$ cat config.mk
export PLATFORM = sky130hd
export DESIGN_NAME = scc_dist_pipe
export DESIGN_NICKNAME = d
export VERILOG_FILES = /design/src/scc_pkg.sv /design/src/scc_dist_pipe.sv
export SDC_FILE = /design/constraint.sdc
export NUM_CORES = 2
export LEC_CHECK = 0
export ABC_AREA = 1
export BUFFER_PORTS_ARGS = -buffer_cell sky130_fd_sc_hd__buf_4
export CORE_ASPECT_RATIO = 2
export CORE_UTILIZATION = 30
export DETAILED_ROUTE_END_ITERATION = 10
export PLACE_DENSITY = 0.5
export REMOVE_ABC_BUFFERS = 1
export SETUP_SLACK_MARGIN = 0.05
export SLEW_MARGIN = 25
export SYNTH_ARGS = -nofsm -noshare
export SYNTH_HDL_FRONTEND = slang
export SYNTH_SLANG_ARGS = --single-unit
export TNS_END_PERCENT = 1
$ cat constraint.sdc
create_clock -name clk -period 5.49 [get_ports clk]
set_input_delay 0.8235 -clock clk [delete_from_list [all_inputs] [get_ports clk]]
set_output_delay 0.8235 -clock clk [all_outputs]
set_load 0.005 [all_outputs]
$ cat src/scc_pkg.sv
// ----------------------------------------------------------------------------
// Steric clash check package
// Shared sizes, status codes and record types of the placement check block.
// ----------------------------------------------------------------------------
package scc_pkg;

    // Table depth and coordinate width.
    localparam int MAX_ATOMS  = 256;
    localparam int COORD_BITS = 16;

    localparam int ADDR_W   = $clog2(MAX_ATOMS);
    localparam int CNT_W    = $clog2(MAX_ATOMS + 1);
    localparam int SIG_W    = 16;
    localparam int RAD_W    = 15;
    localparam int R2_W     = 2 * RAD_W;
    localparam int DIFF_W   = COORD_BITS + 1;
    localparam int MAG_W    = 17;
    localparam int SQ_W     = 2 * MAG_W;
    localparam int D2_W     = SQ_W + 2;
    localparam int SS_W     = SIG_W + 1;
    localparam int STATUS_W = 2;
    localparam int INDEX_W  = 8;
    localparam int STORED_W = 9;
    localparam int WIDE_W   = 34;

    localparam logic [RAD_W-1:0]  RAD_RESET = RAD_W'(32767);
    // A coordinate difference at or above this can never clash.
    localparam logic [WIDE_W-1:0] FAR_LIM   = WIDE_W'(131072);

    localparam logic [STATUS_W-1:0] ST_OK      = 2'd0;
    localparam logic [STATUS_W-1:0] ST_OUTSIDE = 2'd1;
    localparam logic [STATUS_W-1:0] ST_CLASH   = 2'd2;
    localparam logic [STATUS_W-1:0] ST_FULL    = 2'd3;

    typedef struct packed {
        logic [COORD_BITS-1:0] x;
        logic [COORD_BITS-1:0] y;
        logic [COORD_BITS-1:0] z;
        logic [SIG_W-1:0]      sigma;
    } atom_t;

    // One slot of the scan: either the sphere test or one stored atom.
    typedef struct packed {
        logic              valid;
        logic              sphere;
        logic              last;
        logic [ADDR_W-1:0] idx;
    } slot_t;

    typedef struct packed {
        logic              valid;
        logic              sphere;
        logic              last;
        logic [ADDR_W-1:0] idx;
        logic              flag;
    } result_t;

    function automatic logic [DIFF_W-1:0] abs_mag(input logic signed [DIFF_W-1:0] d);
        logic [DIFF_W-1:0] m;
        m = d[DIFF_W-1] ? DIFF_W'(-d) : DIFF_W'(d);
        return m;
    endfunction

endpackage

$ cat src/scc_dist_pipe.sv
// ----------------------------------------------------------------------------
// Distance test pipeline
// Squared-distance test of the candidate against the origin or a stored atom.
// ----------------------------------------------------------------------------
module scc_dist_pipe (
    input  logic                       clk,
    input  logic                       rst_n,
    input  scc_pkg::slot_t             issue,
    input  scc_pkg::atom_t             rd_atom,
    input  scc_pkg::atom_t             cand,
    input  logic [scc_pkg::RAD_W-1:0]  radius,
    input  logic [scc_pkg::R2_W-1:0]   radius_sq,
    output scc_pkg::result_t           result
);

    scc_pkg::slot_t tag0_reg;
    scc_pkg::slot_t taga_reg;
    scc_pkg::slot_t tagb_reg;
    scc_pkg::slot_t tagc_reg;

    scc_pkg::atom_t atom;
    logic signed [scc_pkg::DIFF_W-1:0] dx;
    logic signed [scc_pkg::DIFF_W-1:0] dy;
    logic signed [scc_pkg::DIFF_W-1:0] dz;
    logic [scc_pkg::DIFF_W-1:0] mx;
    logic [scc_pkg::DIFF_W-1:0] my;
    logic [scc_pkg::DIFF_W-1:0] mz;
    logic far_a;
    logic over_a;

    logic [scc_pkg::MAG_W-1:0] maga_reg [3];
    logic                      fara_reg;
    logic                      overa_reg;
    logic [scc_pkg::SS_W-1:0]  ssa_reg;

    logic [scc_pkg::SQ_W-1:0]  sqb_reg [3];
    logic                      farb_reg;
    logic                      overb_reg;
    logic [scc_pkg::SQ_W-1:0]  ss2b_reg;

    logic [scc_pkg::D2_W-1:0]  d2c_reg;
    logic                      farc_reg;
    logic                      overc_reg;
    logic [scc_pkg::SQ_W-1:0]  ss2c_reg;

    logic                      flag_d;
    scc_pkg::result_t          result_reg;

    // The sphere test measures the candidate against the origin.
    always_comb
    begin
        atom = tag0_reg.sphere ? '0 : rd_atom;
        dx = scc_pkg::DIFF_W'(signed'(cand.x)) - scc_pkg::DIFF_W'(signed'(atom.x));
        dy = scc_pkg::DIFF_W'(signed'(cand.y)) - scc_pkg::DIFF_W'(signed'(atom.y));
        dz = scc_pkg::DIFF_W'(signed'(cand.z)) - scc_pkg::DIFF_W'(signed'(atom.z));
        mx = scc_pkg::abs_mag(dx);
        my = scc_pkg::abs_mag(dy);
        mz = scc_pkg::abs_mag(dz);
        far_a = (scc_pkg::WIDE_W'(mx) >= scc_pkg::FAR_LIM)
             || (scc_pkg::WIDE_W'(my) >= scc_pkg::FAR_LIM)
             || (scc_pkg::WIDE_W'(mz) >= scc_pkg::FAR_LIM);
        over_a = (scc_pkg::WIDE_W'(mx) > scc_pkg::WIDE_W'(radius))
              || (scc_pkg::WIDE_W'(my) > scc_pkg::WIDE_W'(radius))
              || (scc_pkg::WIDE_W'(mz) > scc_pkg::WIDE_W'(radius));
    end

    // Outside when x^2+y^2+z^2 > r^2; clash when 4*d^2 < (si+sj)^2.
    always_comb
    begin
        if (tagc_reg.sphere)
        begin
            flag_d = overc_reg || (d2c_reg > scc_pkg::D2_W'(radius_sq));
        end
        else
        begin
            flag_d = !farc_reg
                  && ({d2c_reg, 2'b00} < (scc_pkg::D2_W + 2)'(ss2c_reg));
        end
    end

    always_ff @(posedge clk or negedge rst_n)
    begin
        if (!rst_n)
        begin
            tag0_reg   <= '0;
            taga_reg   <= '0;
            tagb_reg   <= '0;
            tagc_reg   <= '0;
            result_reg <= '0;
        end
        else
        begin
            tag0_reg <= issue;
            taga_reg <= tag0_reg;
            tagb_reg <= taga_reg;
            tagc_reg <= tagb_reg;
            result_reg.valid  <= tagc_reg.valid;
            result_reg.sphere <= tagc_reg.sphere;
            result_reg.last   <= tagc_reg.last;
            result_reg.idx    <= tagc_reg.idx;
            result_reg.flag   <= flag_d;
        end
    end

    always_ff @(posedge clk)
    begin
        maga_reg[0] <= scc_pkg::MAG_W'(mx);
        maga_reg[1] <= scc_pkg::MAG_W'(my);
        maga_reg[2] <= scc_pkg::MAG_W'(mz);
        fara_reg    <= far_a;
        overa_reg   <= over_a;
        ssa_reg     <= scc_pkg::SS_W'(cand.sigma) + scc_pkg::SS_W'(atom.sigma);

        for (int i = 0; i < 3; i++)
        begin
            sqb_reg[i] <= scc_pkg::SQ_W'(maga_reg[i]) * scc_pkg::SQ_W'(maga_reg[i]);
        end
        farb_reg  <= fara_reg;
        overb_reg <= overa_reg;
        ss2b_reg  <= scc_pkg::SQ_W'(ssa_reg) * scc_pkg::SQ_W'(ssa_reg);

        d2c_reg   <= scc_pkg::D2_W'(sqb_reg[0]) + scc_pkg::D2_W'(sqb_reg[1])
                   + scc_pkg::D2_W'(sqb_reg[2]);
        farc_reg  <= farb_reg;
        overc_reg <= overb_reg;
        ss2c_reg  <= ss2b_reg;
    end

    assign result = result_reg;

endmodule

## Yosys cells after proc, flatten, opt, wreduce, memory -nomap -nowiden

Memories as Yosys holds them, arrays and structs flattened.
Cells that the tools add are included.

- Memories kept: 2
- RAM bits: 153
- Bits in registers: 180
- Logic and storage cells: 56

- Add/subtract/negate cells: 9
- $mul: 4
- Mux-type cells: 5
- Reduce and logical (&&, ||, !) cells: 3
- Order comparisons: 5

Memories:

| name | words | bits a word | rd ports | clocked after Yosys merged registers in | wr ports | line | RTL |
|---|---|---|---|---|---|---|---|
| sqb_reg | 3 | 34 | 3 | 0 | 3 | scc_dist_pipe.sv:36 | `logic [scc_pkg::SQ_W-1:0] sqb_reg [3];` |
| maga_reg | 3 | 17 | 3 | 0 | 3 | scc_dist_pipe.sv:31 | `logic [scc_pkg::MAG_W-1:0] maga_reg [3];` |

Operators with widths:

| cell | number |
|---|---|
| 17-bit by 17-bit multiplier with 34-bit output | 4 |
| 64-bit 2-to-1 mux | 1 |
| 17-bit by 15-bit > comparator with 1-bit output | 3 |
| 17-bit 2-to-1 mux | 3 |
| 17-bit negation | 3 |
| 16-bit by 16-bit subtractor with 17-bit output | 3 |
| 38-bit by 34-bit less-than comparator with 1-bit output | 1 |
| 35-bit by 34-bit adder with 36-bit output | 1 |
| 36-bit by 30-bit > comparator with 1-bit output | 1 |
| 34-bit by 34-bit adder with 35-bit output | 1 |
| 16-bit by 16-bit adder with 17-bit output | 1 |
| 1-bit logical OR | 3 |
| 1-bit 2-to-1 mux | 1 |

## Depth between registers and ports, before layout

- Depth after elaboration: 7
- Depth in mapped cells: 36
- Mapped depth without buffers: 33

## Worst setup path after synthesis

OpenSTA, ideal clock, no wires.

- Kind: reg2reg
- From: mem maga_reg[0][7] (netlist bit)
- To: mem sqb_reg[0][25] (netlist bit)
- Period minus slack after synthesis: 5.685 ns
- Library setup time: 0.127 ns
- Path slack: -0.195 ns
- Cell stages (with the launch flop): 25
- Arrival: 5.559 ns
- Cells stage by stage: dfxtp_1 -> clkbuf_1 -> clkbuf_1 -> nand2_1 -> fa_1 -> inv_1 -> fa_1 -> inv_1 -> fa_1 -> inv_1 -> fa_1 -> fa_1 -> inv_1 -> fa_1 -> inv_1 -> ha_1 -> nand2_1 -> nor2_1 -> o21ai_0 -> o211ai_1 -> a21oi_1 -> inv_1 -> a21boi_0 -> o21ai_0 -> xor2_1

RTL lines:

| what | line |
|---|---|
| start, declared | scc_dist_pipe.sv:31 |
| end, declared | scc_dist_pipe.sv:36 |

==> out/qor.tcl <==
set qor(outcome) {completed}
set qor(clock_path_buffers) 3
set qor(yosys_register_bits) 328
set qor(tightestPinTransition_ns) 0.774
set qor(synth_enable_flop_cells) 0
set qor(setup_total_negative_slack_ns) 0
set qor(detailedRoute.firstPassIterationCount) 5
set qor(slew_headroom) 0.484
set qor(mostFrequentLayoutCells) {sky130_fd_sc_hd__inv_1, sky130_fd_sc_hd__nand2_1, sky130_fd_sc_hd__fa_1}
set qor(post_synth_instance_area_sq_um) 50100
set qor(drc) 0
set qor(final.period_utilization) 0.981
set qor(cts.sink_count) 328
set qor(wl_per_cell_um) 16.3
set qor(postRouteAntennaNets) 0
set qor(netlist-cell-type-count) 55
set qor(io_buffer_count) 197
set qor(critical_path_class) {flop to flop}
set qor(nNetsFinal) 8414
set qor(final_layout_size_suffix_gt1_frac) 0.179
set qor(die_w_um) 291
set qor(timing.hold.worst.class) {primary input to asynchronous set/reset pin}
set qor(cp-end-kind) {flop}
set qor(grt_pass1_wl_um) 230000
set qor(worstPathCellList) {buf_12 -> buf_8 -> nand2_1 -> fa_1 -> inv_2 -> fa_2 -> fa_1 -> fa_1 -> fa_1 -> inv_1 -> fa_1 -> inv_1 -> ha_4 -> nand2_2 -> nor4_2 -> buf_4 -> nand2_1 -> nand3_2 -> nand2_1 -> nand2_1 -> nand3_1 -> nand2_1 -> xor2_1}
set qor(timing.final.max_slew_violations) 0
set qor(cts.reportedPaths.clkPinSlew_ns) 0.07
set qor(critical_path_rt_ns) 6.03
set qor(worst-r2r-setup-slack_ns) 0.10
set qor(post-route-util) 0.370
set qor(cts_htree_levels) 2
set qor(critical_path.max_fanout) 7
set qor(crit_path_dat_ns) 5.92
set qor(design.core.area_sq_um) 166000
set qor(max_stage_delay_ns) 0.58
set qor(gp_routability_congestion) 0.894
set qor(tritoncts.num_buffers) 39
set qor(cap_viol_max_count) 0
set qor(fin_skew_ns) 0.0430
set qor(number_of_flip_flops_under_the_largest_register_name) 99
set qor(gr-usage-all-layers) 0.175
set qor(std_cell_rows) 211
set qor(number_of_antenna_violations_at_the_first_check_in_global_routing) 8
set qor(fp.dieArea_sq_um) 169000
set qor(clock_tree_from_tritoncts) {done}
set qor(via_count) 39882
set qor(drt-total-wl_um) 146000
set qor(clock_tree.root_cell) {sky130_fd_sc_hd__clkbuf_16}
set qor(grt-ovfl-total) 0
set qor(post-route-min-period_ns) 5.39
set qor(ys.flop_type) {sky130_fd_sc_hd__dfxtp_1}
set qor(first_global_vias) 43703
set qor(pin_count_of_the_biggest_net_entering_global_routing) 57
set qor(num_io_pins) 198
set qor(timing.critical_path.slowest_stage_cell) {sky130_fd_sc_hd__fa_1}
set qor(fp.dieH_um) 580
set qor(critPathLaunchType) {flop}
set qor(rsz_0062_raised_after_global_routing) {yes}
set qor(setup_viol_count_final) 0
set qor(asyncSetResetFlopFracSynth) 0.171
set qor(synth.top_cells.by_area) {sky130_fd_sc_hd__fa_1, sky130_fd_sc_hd__ha_1, sky130_fd_sc_hd__inv_1}
set qor(via_to_cell_ratio) 4.46
set qor(yosys.area.top_type) {sky130_fd_sc_hd__fa_1}
set qor(syn_inst) 6144
set qor(placedCellCount) 8836
set qor(final-hold-violation-count) 0
set qor(detail_route.iter0.violations) 1234
set qor(area_growth_syn_to_layout_pct) 22.2
set qor(ys.warnings.count) 0
set qor(synth_area_per_cell_sq_um) 8.16
set qor(hpwl_detailed_um) 130000
set qor(final_common_cell) {sky130_fd_sc_hd__inv_1}
set qor(maxClockFrequency_mhz) 186
set qor(initial_standard_cell_utilization_of_the_core) 0.303
set qor(finish.cell_count_without_fillers) 8946
set qor(clock_latency_ns) 0.62
set qor(synth.yosys.seq_area_share) 0.137
set qor(synthDominantCellAreaShare) 0.319
kinds of logic after synthesis:
logic type | synth area share
buf+inv | 0.140
simple gates | 0.139
fa+ha+maj | 0.479
compound gates | 0.0598
flops | 0.137
xor+xnor | 0.0454
other cells | 0.0000748
path summary, 6_finish.rpt:
path	from	end	depth (start not counted)
min in group clk	issue[9]	tag0_reg[9]	1
hold / removal	rst_n	tagb_reg[1]	1
setup / recovery	maga_reg[0][28]	sqb_reg[0][64]	23
hold reg to reg	ss2b_reg[15]	ss2c_reg[15]	0
max in group asynchronous	rst_n	result[10]	1
setup reg to reg	maga_reg[0][28]	sqb_reg[0][64]	23
critical path: cells and delay by family (launching register included):
kind / cells / cell delay, ns
flip-flops: 1 / 0.34
buffers and inverters: 6 / 0.62
AND/OR/NAND/NOR: 9 / 0.81
adder cells (fa/ha/maj): 7 / 3.37
XOR/XNOR: 1 / 0.15
area by class of cell:
cell class	count	area [sq um]
Tap cell	2130	2670
Timing Repair Buffer	750	5980
Antenna cell	1	2.50
Fill cell	17043	104000
Clock inverter	25	310
Clock buffer	45	1010
Multi-Input combinational cell	3956	37900
Sequential cell	328	7030
Inverter	1711	6420
Yosys cell counts (6+ instances only):
| cell type | number |
|---|---|
| sky130_fd_sc_hd__o21ai_0 | 110 |
| sky130_fd_sc_hd__dfxtp_1 | 272 |
| sky130_fd_sc_hd__o211ai_1 | 10 |
| sky130_fd_sc_hd__a21o_1 | 19 |
| sky130_fd_sc_hd__nor2_2 | 7 |
| sky130_fd_sc_hd__xor2_1 | 160 |
| sky130_fd_sc_hd__xnor2_1 | 96 |
| sky130_fd_sc_hd__nand3b_1 | 11 |
| sky130_fd_sc_hd__nand2_2 | 11 |
| sky130_fd_sc_hd__o21ai_1 | 18 |
| sky130_fd_sc_hd__o21a_1 | 14 |
| sky130_fd_sc_hd__a31oi_1 | 23 |
| sky130_fd_sc_hd__ha_1 | 644 |
| sky130_fd_sc_hd__fa_1 | 798 |
| sky130_fd_sc_hd__nand4_1 | 47 |
| sky130_fd_sc_hd__o31ai_1 | 6 |
| sky130_fd_sc_hd__nand3_1 | 120 |
| sky130_fd_sc_hd__or2_2 | 11 |
| sky130_fd_sc_hd__clkbuf_1 | 143 |
| sky130_fd_sc_hd__nand2_1 | 1201 |
| sky130_fd_sc_hd__buf_1 | 6 |
| sky130_fd_sc_hd__a21boi_0 | 6 |
| sky130_fd_sc_hd__inv_1 | 1706 |
| sky130_fd_sc_hd__o21bai_1 | 21 |
| sky130_fd_sc_hd__dfrtp_1 | 56 |
| sky130_fd_sc_hd__a21oi_1 | 279 |
| sky130_fd_sc_hd__nor4_1 | 16 |
| sky130_fd_sc_hd__nor3_1 | 35 |
| sky130_fd_sc_hd__nor2_1 | 244 |
stage by stage:
step                      cell area [sq um]  hold slack (ns)  setup slack (ns)
final                                 61300            0.284             0.104
after global routing                  61300            0.274            -0.118
after CTS                             59900            0.247          -0.00613
after detailed placement              57700            0.312            -0.532
after global placement                57700            0.311            -0.538
after floorplan                       49600            0.310           -0.0395
layer usage:
metal / part of all wire / track usage / wire length [um]
met1: 0.35 / 0.170 / 50800
met4: 0.051 / 0.0857 / 7470
met5: 0.00017 / 0 / 25
met3: 0.022 / 0.0138 / 3250
met2: 0.58 / 0.361 / 84700
repair_timing:
action	in CTS	in global routing
gates cloned	0	0
setup endpoints to repair	70	75
pin swaps	61	138
gates resized for setup	204	301
hold buffers	0	0
setup buffers	12	27
Power is not shown: default switching activity piles up to over one toggle a cycle in this logic, so the estimate is an artifact.
